[config.mk]
export PLATFORM = sky130hd
export DESIGN_NAME = stop_wait_receiver_crc_check_core
export DESIGN_NICKNAME = d
export VERILOG_FILES = /design/src/rtl/core/swrc_pkg.sv /design/src/rtl/core/swrc_front.sv /design/src/rtl/core/swrc_fifo.sv /design/src/rtl/core/swrc_back.sv /design/src/rtl/core/stop_wait_receiver_crc_check_core.sv
export SDC_FILE = /design/constraint.sdc
export NUM_CORES = 1
export LEC_CHECK = 0
export ABC_AREA = 0
export BUFFER_PORTS_ARGS = -buffer_cell sky130_fd_sc_hd__clkbuf_2
export CAP_MARGIN = 10
export CORE_MARGIN = 10
export CORE_UTILIZATION = 50
export CTS_CLUSTER_SIZE = 40
export DETAILED_ROUTE_END_ITERATION = 16
export GPL_ROUTABILITY_DRIVEN = 0
export PLACE_DENSITY = 0.69
export SLEW_MARGIN = 25
export SYNTH_ARGS = -nofsm -noshare
export SYNTH_HDL_FRONTEND = slang
export SYNTH_SLANG_ARGS = --single-unit
[constraint.sdc]
create_clock -name clk -period 8.2 [get_ports clk]
set_clock_uncertainty 0.1 [all_clocks]
set_input_delay 1.64 -clock clk [delete_from_list [all_inputs] [get_ports clk]]
set_output_delay 1.64 -clock clk [all_outputs]
set_load 0.005 [all_outputs]
[src/rtl/core/swrc_pkg.sv]
// ----------------------------------------------------------------------------
// swrc_pkg: shared types and constants for the stop-and-wait receiver
// Packet type codes, verdict codes, the queued command word and the
// byte-wide reflected CRC-32 update.
// ----------------------------------------------------------------------------
package swrc_pkg;

  // Defaults for the top-level parameters
  localparam int MAX_PAYLOAD_DEFAULT = 1024;
  localparam int QUEUE_DEPTH_DEFAULT = 2;

  // CRC-32 (reflected)
  localparam logic [31:0] CRC_INIT = 32'hFFFF_FFFF;
  localparam logic [31:0] CRC_POLY = 32'hEDB8_8320;

  // Packet types carried in a header word
  localparam logic [7:0] PTYPE_UPLOAD = 8'd1;
  localparam logic [7:0] PTYPE_DATA   = 8'd3;
  localparam logic [7:0] PTYPE_END    = 8'd5;

  // Input word modes
  localparam logic MODE_HEADER = 1'b0;
  localparam logic MODE_BYTE   = 1'b1;

  // Verdict codes
  typedef logic [2:0] verdict_t;
  localparam verdict_t V_ACCEPTED   = 3'd0;
  localparam verdict_t V_CRC_BAD    = 3'd1;
  localparam verdict_t V_OOO_REACK  = 3'd2;
  localparam verdict_t V_OOO_SILENT = 3'd3;
  localparam verdict_t V_END        = 3'd4;
  localparam verdict_t V_TOO_LONG   = 3'd5;
  localparam verdict_t V_REQUEST    = 3'd6;

  // Command kinds handed from the classifier to the execution side
  typedef logic [2:0] cmd_kind_t;
  localparam cmd_kind_t CMD_BYTE     = 3'd0;
  localparam cmd_kind_t CMD_UPLOAD   = 3'd1;
  localparam cmd_kind_t CMD_END      = 3'd2;
  localparam cmd_kind_t CMD_DATA     = 3'd3;
  localparam cmd_kind_t CMD_TOO_LONG = 3'd4;

  // One classified word
  typedef struct packed {
    cmd_kind_t   kind;
    logic [31:0] seq;
    logic [15:0] len;
    logic [31:0] crc;
    logic [7:0]  data;
  } cmd_t;

  // One byte through the reflected CRC-32, bit at a time (unrolled)
  function automatic logic [31:0] crc_byte(input logic [31:0] crc_in,
                                           input logic [7:0]  byte_in);
    logic [31:0] c;
    c = crc_in ^ {24'd0, byte_in};
    for (int k = 0; k < 8; k++) begin
      c = c[0] ? ((c >> 1) ^ CRC_POLY) : (c >> 1);
    end
    return c;
  endfunction

endpackage

[src/rtl/core/swrc_front.sv]
// ----------------------------------------------------------------------------
// swrc_front: input classifier
// Decodes each input word into a command; unknown header types are
// consumed and dropped here. Oversize data headers are flagged.
// ----------------------------------------------------------------------------
module swrc_front
  import swrc_pkg::*;
#(
  parameter int MAX_PAYLOAD = MAX_PAYLOAD_DEFAULT
) (
  input  logic        in_valid,
  output logic        in_ready,
  input  logic        in_mode,
  input  logic [7:0]  in_packet_type,
  input  logic [31:0] in_sequence_req,
  input  logic [15:0] in_payload_length,
  input  logic [31:0] in_sent_crc,
  input  logic [7:0]  in_data_byte,
  output logic        cmd_valid,
  input  logic        cmd_ready,
  output cmd_t        cmd
);

  localparam logic [15:0] MaxLen = 16'(MAX_PAYLOAD);

  logic known;

  // Accept whenever the queue has room; dropped words still go through
  assign in_ready  = cmd_ready;
  assign cmd_valid = in_valid && known;

  // Classify
  always_comb begin
    known    = 1'b1;
    cmd.kind = CMD_BYTE;
    cmd.seq  = in_sequence_req;
    cmd.len  = in_payload_length;
    cmd.crc  = in_sent_crc;
    cmd.data = in_data_byte;
    if (in_mode == MODE_BYTE) begin
      cmd.kind = CMD_BYTE;
    end else begin
      unique case (in_packet_type)
        PTYPE_UPLOAD: cmd.kind = CMD_UPLOAD;
        PTYPE_END:    cmd.kind = CMD_END;
        PTYPE_DATA:   cmd.kind = (in_payload_length > MaxLen) ? CMD_TOO_LONG : CMD_DATA;
        default:      known    = 1'b0;
      endcase
    end
  end

endmodule

[src/rtl/core/swrc_fifo.sv]
// ----------------------------------------------------------------------------
// swrc_fifo: command queue
// Small register FIFO between the classifier and the execution side.
// ----------------------------------------------------------------------------
module swrc_fifo
  import swrc_pkg::*;
#(
  parameter int DEPTH = QUEUE_DEPTH_DEFAULT
) (
  input  logic clk,
  input  logic rst_n,
  input  logic push_valid,
  output logic push_ready,
  input  cmd_t push_data,
  output logic pop_valid,
  input  logic pop_ready,
  output cmd_t pop_data
);

  localparam int AW = (DEPTH > 1) ? $clog2(DEPTH) : 1;
  localparam int CW = $clog2(DEPTH + 1);
  localparam logic [AW-1:0] LastPtr = AW'(DEPTH - 1);
  localparam logic [CW-1:0] Full    = CW'(DEPTH);

  cmd_t          mem_r [DEPTH];
  logic [AW-1:0] wr_ptr_r, wr_ptr_nxt;
  logic [AW-1:0] rd_ptr_r, rd_ptr_nxt;
  logic [CW-1:0] count_r, count_nxt;
  logic          push, pop;

  assign push_ready = (count_r != Full);
  assign pop_valid  = (count_r != '0);
  assign pop_data   = mem_r[rd_ptr_r];
  assign push       = push_valid && push_ready;
  assign pop        = pop_valid && pop_ready;

  // Pointer and fill count
  always_comb begin
    wr_ptr_nxt = wr_ptr_r;
    rd_ptr_nxt = rd_ptr_r;
    count_nxt  = count_r;
    if (push) wr_ptr_nxt = (wr_ptr_r == LastPtr) ? '0 : wr_ptr_r + 1'b1;
    if (pop)  rd_ptr_nxt = (rd_ptr_r == LastPtr) ? '0 : rd_ptr_r + 1'b1;
    if (push && !pop) count_nxt = count_r + 1'b1;
    else if (pop && !push) count_nxt = count_r - 1'b1;
  end

  always_ff @(posedge clk) begin
    if (!rst_n) begin
      wr_ptr_r <= '0;
      rd_ptr_r <= '0;
      count_r  <= '0;
    end else begin
      wr_ptr_r <= wr_ptr_nxt;
      rd_ptr_r <= rd_ptr_nxt;
      count_r  <= count_nxt;
    end
  end

  // Storage
  always_ff @(posedge clk) begin
    if (push) mem_r[wr_ptr_r] <= push_data;
  end

endmodule

[src/rtl/core/swrc_back.sv]
// ----------------------------------------------------------------------------
// swrc_back: packet execution
// Holds the receiver state, runs the CRC per byte, decides the verdict
// and keeps the result word in an output register.
// ----------------------------------------------------------------------------
module swrc_back
  import swrc_pkg::*;
(
  input  logic        clk,
  input  logic        rst_n,
  input  logic        cmd_valid,
  output logic        cmd_ready,
  input  cmd_t        cmd,
  output logic        out_valid,
  input  logic        out_ready,
  output logic [2:0]  out_verdict,
  output logic        out_ack_valid,
  output logic [31:0] out_ack_sequence,
  output logic [31:0] out_computed_crc
);

  logic [31:0] expected_r, expected_nxt;
  logic [31:0] crc_r, crc_nxt;
  logic [15:0] bytes_r, bytes_nxt;
  logic [31:0] held_seq_r, held_seq_nxt;
  logic [15:0] held_len_r, held_len_nxt;
  logic [31:0] held_crc_r, held_crc_nxt;
  logic        collecting_r, collecting_nxt;

  logic        out_valid_r, out_valid_nxt;
  verdict_t    verdict_r, verdict_nxt;
  logic        ack_r, ack_nxt;
  logic [31:0] ack_seq_r, ack_seq_nxt;
  logic [31:0] ccrc_r, ccrc_nxt;

  logic        take, emit, finish;
  logic [31:0] crc_upd, fin_crc, fin_held_crc, fin_seq;

  // Take a command whenever the output register is free or draining
  assign cmd_ready = !out_valid_r || out_ready;
  assign take      = cmd_valid && cmd_ready;
  assign crc_upd   = crc_byte(crc_r, cmd.data);

  // Command execution
  always_comb begin
    expected_nxt   = expected_r;
    crc_nxt        = crc_r;
    bytes_nxt      = bytes_r;
    held_seq_nxt   = held_seq_r;
    held_len_nxt   = held_len_r;
    held_crc_nxt   = held_crc_r;
    collecting_nxt = collecting_r;
    emit           = 1'b0;
    finish         = 1'b0;
    verdict_nxt    = verdict_r;
    ack_nxt        = 1'b0;
    ack_seq_nxt    = '0;
    ccrc_nxt       = '0;
    fin_crc        = ~crc_upd;
    fin_held_crc   = held_crc_r;
    fin_seq        = held_seq_r;

    if (take) begin
      unique case (cmd.kind)
        CMD_BYTE: begin
          if (collecting_r) begin
            crc_nxt   = crc_upd;
            bytes_nxt = bytes_r + 16'd1;
            if (bytes_nxt == held_len_r) finish = 1'b1;
          end
        end
        CMD_UPLOAD: begin
          collecting_nxt = 1'b0;
          expected_nxt   = '0;
          emit           = 1'b1;
          verdict_nxt    = V_REQUEST;
          ack_nxt        = 1'b1;
        end
        CMD_END: begin
          collecting_nxt = 1'b0;
          emit           = 1'b1;
          verdict_nxt    = V_END;
          ack_nxt        = 1'b1;
          ack_seq_nxt    = cmd.seq;
        end
        CMD_TOO_LONG: begin
          collecting_nxt = 1'b0;
          emit           = 1'b1;
          verdict_nxt    = V_TOO_LONG;
        end
        CMD_DATA: begin
          held_seq_nxt   = cmd.seq;
          held_len_nxt   = cmd.len;
          held_crc_nxt   = cmd.crc;
          crc_nxt        = CRC_INIT;
          bytes_nxt      = '0;
          collecting_nxt = (cmd.len != '0);
          // empty payload: CRC of nothing, checked at once
          fin_crc        = ~CRC_INIT;
          fin_held_crc   = cmd.crc;
          fin_seq        = cmd.seq;
          if (cmd.len == '0) finish = 1'b1;
        end
        default: ;
      endcase
    end

    // Packet check at the end of the payload
    if (finish) begin
      collecting_nxt = 1'b0;
      emit           = 1'b1;
      ccrc_nxt       = fin_crc;
      priority if (fin_crc != fin_held_crc) begin
        verdict_nxt = V_CRC_BAD;
      end else if (fin_seq == expected_r) begin
        verdict_nxt  = V_ACCEPTED;
        ack_nxt      = 1'b1;
        ack_seq_nxt  = fin_seq;
        expected_nxt = expected_r + 32'd1;
      end else if (expected_r != '0) begin
        verdict_nxt = V_OOO_REACK;
        ack_nxt     = 1'b1;
        ack_seq_nxt = expected_r - 32'd1;
      end else begin
        verdict_nxt = V_OOO_SILENT;
      end
    end

    out_valid_nxt = cmd_ready ? emit : out_valid_r;
  end

  // Receiver state
  always_ff @(posedge clk) begin
    if (!rst_n) begin
      expected_r   <= '0;
      crc_r        <= CRC_INIT;
      bytes_r      <= '0;
      held_seq_r   <= '0;
      held_len_r   <= '0;
      held_crc_r   <= '0;
      collecting_r <= 1'b0;
      out_valid_r  <= 1'b0;
    end else begin
      expected_r   <= expected_nxt;
      crc_r        <= crc_nxt;
      bytes_r      <= bytes_nxt;
      held_seq_r   <= held_seq_nxt;
      held_len_r   <= held_len_nxt;
      held_crc_r   <= held_crc_nxt;
      collecting_r <= collecting_nxt;
      out_valid_r  <= out_valid_nxt;
    end
  end

  // Result word register
  always_ff @(posedge clk) begin
    if (take && emit) begin
      verdict_r <= verdict_nxt;
      ack_r     <= ack_nxt;
      ack_seq_r <= ack_seq_nxt;
      ccrc_r    <= ccrc_nxt;
    end
  end

  assign out_valid        = out_valid_r;
  assign out_verdict      = verdict_r;
  assign out_ack_valid    = ack_r;
  assign out_ack_sequence = ack_seq_r;
  assign out_computed_crc = ccrc_r;

endmodule

[src/rtl/core/stop_wait_receiver_crc_check_core.sv]
// ----------------------------------------------------------------------------
// stop_wait_receiver_crc_check_core: stop-and-wait receiver with CRC-32 check
// An accepted word passes through the command queue and then the result
// register in the execution side before its result word is presented.
// Throughput: one word per cycle, set by the byte-wide CRC update in the
// execution side; a stalled output fills the command queue, then holds input.
// Reset (rst_n, synchronous): expected sequence 0, CRC all ones, queue empty.
// ----------------------------------------------------------------------------
module stop_wait_receiver_crc_check_core
  import swrc_pkg::*;
#(
  parameter int MAX_PAYLOAD = MAX_PAYLOAD_DEFAULT,
  parameter int QUEUE_DEPTH = QUEUE_DEPTH_DEFAULT
) (
  input  logic        clk,
  input  logic        rst_n,
  input  logic        in_valid,
  output logic        in_ready,
  input  logic        in_mode,
  input  logic [7:0]  in_packet_type,
  input  logic [31:0] in_sequence_req,
  input  logic [15:0] in_payload_length,
  input  logic [31:0] in_sent_crc,
  input  logic [7:0]  in_data_byte,
  output logic        out_valid,
  input  logic        out_ready,
  output logic [2:0]  out_verdict,
  output logic        out_ack_valid,
  output logic [31:0] out_ack_sequence,
  output logic [31:0] out_computed_crc
);

  logic f_valid, f_ready, b_valid, b_ready;
  cmd_t f_cmd, b_cmd;

  // Classifier
  swrc_front #(
    .MAX_PAYLOAD(MAX_PAYLOAD)
  ) u_front (
    .in_valid          (in_valid),
    .in_ready          (in_ready),
    .in_mode           (in_mode),
    .in_packet_type    (in_packet_type),
    .in_sequence_req   (in_sequence_req),
    .in_payload_length (in_payload_length),
    .in_sent_crc       (in_sent_crc),
    .in_data_byte      (in_data_byte),
    .cmd_valid         (f_valid),
    .cmd_ready         (f_ready),
    .cmd               (f_cmd)
  );

  // Command queue
  swrc_fifo #(
    .DEPTH(QUEUE_DEPTH)
  ) u_fifo (
    .clk        (clk),
    .rst_n      (rst_n),
    .push_valid (f_valid),
    .push_ready (f_ready),
    .push_data  (f_cmd),
    .pop_valid  (b_valid),
    .pop_ready  (b_ready),
    .pop_data   (b_cmd)
  );

  // Execution and result register
  swrc_back u_back (
    .clk              (clk),
    .rst_n            (rst_n),
    .cmd_valid        (b_valid),
    .cmd_ready        (b_ready),
    .cmd              (b_cmd),
    .out_valid        (out_valid),
    .out_ready        (out_ready),
    .out_verdict      (out_verdict),
    .out_ack_valid    (out_ack_valid),
    .out_ack_sequence (out_ack_sequence),
    .out_computed_crc (out_computed_crc)
  );

endmodule
==> parameters.txt <==
Parameter                              Value

Yosys
  Share of synthesized area occupied by flip-flops and latches    0.521
  Post-synthesis cell count    1915
  Count of flip-flops with a built-in enable after synthesis    250
  Net count of the mapped netlist    2021
  Post-synth top area share    0.360
  Number of distinct library cells after synthesis    between 80 and 90
  Mapped Area    20800 sq um
  Warning count from the yosys run    0
  Top post-synthesis cells by area    sky130_fd_sc_hd__edfxtp_1 36%, sky130_fd_sc_hd__dfxtp_1 16%, sky130_fd_sc_hd__xnor2_1 4.9%, sky130_fd_sc_hd__mux2i_1 4.7%, sky130_fd_sc_hd__nor2_1 4.1%
  Avg Synthesized Cell Area    10.9 sq um
  Post-synth ARST share    0
  Count of state elements after synthesis    417
  Top_reg_cell synth    sky130_fd_sc_hd__edfxtp_1
  Library cell with the largest summed area after synthesis    sky130_fd_sc_hd__edfxtp_1

Clocking
  TritonCTS Sinks    417
  CTS clock-pin slew for the worst setup and hold paths    0.06 ns
  Hold buffer count at CTS    0
  Worst-case clock buffer depth    3
  CTS H-tree lvls    2
  TritonCTS clock tree    done
  Worst-skew pair later-pin latency    0.58 ns
  Total clock buffers created by CTS    45
  Setup fix buffers added after clock tree synthesis    0
  CTS-repair resized insts    0
  Root Buffer    sky130_fd_sc_hd__clkbuf_16

Finish
  Signed area change from the synthesized netlist to the final layout    12.7%
  Post-Layout Cell Count    2590
  Layout cell share with drive strength beyond 1    0.168
  Number of nets at the end of the flow    2128
  Final Core Density    0.573
  Commonest cells after routing, fill and taps aside    250 x sky130_fd_sc_hd__edfxtp_1, 224 x sky130_fd_sc_hd__nor2_1, 170 x sky130_fd_sc_hd__clkbuf_2
  Most common cell after layout, fill and taps aside    sky130_fd_sc_hd__edfxtp_1
  Final instance area    23500 sq um
  ANT cells    0

Critical path
  Largest stage delay, worst path    between 0.9 and 1 ns
  Critical setup path kind    reg2reg
  Ordered cell list for the critical path    buf_4 -> mux2i_4 -> xor2_2 -> xnor2_1 -> xnor3_1 -> xor2_1 -> mux2i_1 -> o41ai_2 -> nand4b_2 -> buf_4 -> or2_1 -> a21boi_0
  Endpoint arrival time on the critical path    6.29 ns
  Slowest CP cell    sky130_fd_sc_hd__dfxtp_4
  Crit-path leading delay family    XOR/XNOR gates
  Critical path peak fanout    59
  Critical Path Sink Type    register
  Crit path top cell by count    sky130_fd_sc_hd__buf_4
  Required time of the critical path    8.39 ns
  Kind of start point of the critical path    register
  Buffers & Inverters on Critical Path    2

Route
  Number of design rule violations left after detail routing    0
  Vias/cell    approximately 6
  Via count    15518
  Aggregate routed wire length    55900 um
  DRT antenna net count    0
  Iter 0 DRT Violations    1717
  First-pass detailed-route iteration total    6
  Routed wire per std cell    21.6 um

STA
  Worst Setup Slack, final    2.10 ns
  Hold slack final    a little under 0.4 ns
  RSZ-0062 raised after global routing    no
  Maximum achievable frequency    164 MHz
  Ratio of final minimum period to clock period    0.744
  Slew of the pin with the lowest slew margin    1.03 ns
  Final Hold Fails    0
  Max Transition Viols Final    0
  Min Clock Period, post-route    about 6 ns
  Setup TNS    0 ns
  Worst relative slew slack    0.316
  Final count of negative-setup-slack endpoints    0

Power
  Max IR drop VDD    0.220 mV
  Total leakage power    8.40 nW
  Post-layout power    between 6 and 7 mW
  Power density over the cells    296 nW/um^2

Global route
  Wire length of the first global-routing pass    86200 um
  Initial antenna violation count    0
  GR Overflow Total    0
  Maximum number of pins on one net before global-route repair    135
  Global routing usage summed across all routing layers    0.217
  Via count of the first global-routing pass    15244

Worst hold path
  Classification of the worst-slack hold path    reg2reg

Floorplanning
  Width of the die    roughly 220 um
  Cell Rows    74
  Effective utilization at floorplan    0.508
  I/O pin cnt    171
  Core Area    41000 sq um
  Overall die height    224 um
  Floorplan die area    50300 sq um

Status
  Run status    completed

Place
  Worst-case setup slack after placement    2.13 ns
  Estimated wirelength of the detail-placed design    39700 um
  Placed Cells incl. Taps    2506
  Number of port buffers    170
  Placed cell areas    22000 sq um

Run
  Number of violations of the max-capacitance limit    0
[power breakdown]
group / leakage [nW] / switching, mW / total, mW / internal [mW]
Sequential: 3.66 / 0.163 / 2.63 / 2.46
Clock: 0.729 / 0.840 / 2.02 / 1.18
Combinational: 4.01 / 1.36 / 2.31 / 0.948
Total: 8.40 / 2.36 / 6.95 / 4.59
[sequential cells by signal, indices dropped and copies added (netlist names), 2 cells and up, named ones only]
signal,count
u_fifo.count_r,2
u_back.crc_r,32
u_back.expected_r,32
u_fifo.mem_r,182
u_back.out_computed_crc,32
u_back.held_crc_r,32
u_back.out_ack_sequence,32
u_back.out_verdict,3
u_back.bytes_r,16
u_back.held_seq_r,32
u_back.held_len_r,16
[worst register-to-register path, delay by kind of cell (launching register included)]
family                 cells  cell delay [ns]
multiplexers               2             0.61
flip-flops                 1             0.95
AO/OA/AOI/OAI              2             0.63
XOR/XNOR                   4             1.35
buffers and inverters      2             1.07
AND/OR/NAND/NOR            2             1.11
[synth_stat cells (51+ instances only)]
cell type                    n
sky130_fd_sc_hd__a21oi_1    79
sky130_fd_sc_hd__xnor2_1   116
sky130_fd_sc_hd__nand2_1   140
sky130_fd_sc_hd__dfxtp_1   167
sky130_fd_sc_hd__nand3_1    79
sky130_fd_sc_hd__edfxtp_1  250
sky130_fd_sc_hd__nor3_1     53
sky130_fd_sc_hd__mux2i_1    97
sky130_fd_sc_hd__a211oi_1   51
sky130_fd_sc_hd__nor2_1    226
sky130_fd_sc_hd__xor2_1     55
sky130_fd_sc_hd__clkbuf_1   90
[kinds of logic (layout without fill, tap and decap cells)]
family                     Yosys count  in the layout  synth area share
and+or+nand+nor                    681            681             0.157
DFF                                417            417             0.521
AOI/OAI and AO/OA                  316            316             0.105
xor gates and xnor gates           210            210             0.114
buffers and inverters              151            294            0.0309
muxes                              135            135            0.0702
adders and majority gates            5              5           0.00300
[worst paths after layout]
check	startpoint	slack, ns	endpoint	cells past startpoint
worst max register to register	register	2.10	u_back.out_verdict[0]	12
worst min-delay path	u_back.held_crc_r[19]	0.39	u_back.held_crc_r[19]	2
worst min register to register	u_back.held_crc_r[19]	0.39	u_back.held_crc_r[19]	2
worst max-delay path	register	2.10	u_back.out_verdict[0]	12
[layout make-up]
class,count,area (sq um)
inverter,24,90.1
fill,3465,17500
tap,532,666
multi-input combinational,1347,9380
sequential,417,10900
timing repair buffer,187,1010
clock buffer,68,1360
clock inverter,15,130
[metal layers]
metal | part of all wire | vias up | track usage | wire length (um)
met1 | 0.43 | 7535 | 0.296 | 24100
met3 | 0.090 | 101 | 0.0455 | 5020
li1 | - | 7200 | - | -
met4 | 0.031 | 0 | 0.0809 | 1760
met5 | 0 | - | 0 | 0
met2 | 0.45 | 682 | 0.335 | 25000
Note: power is estimated with default switching activity, not from simulation.
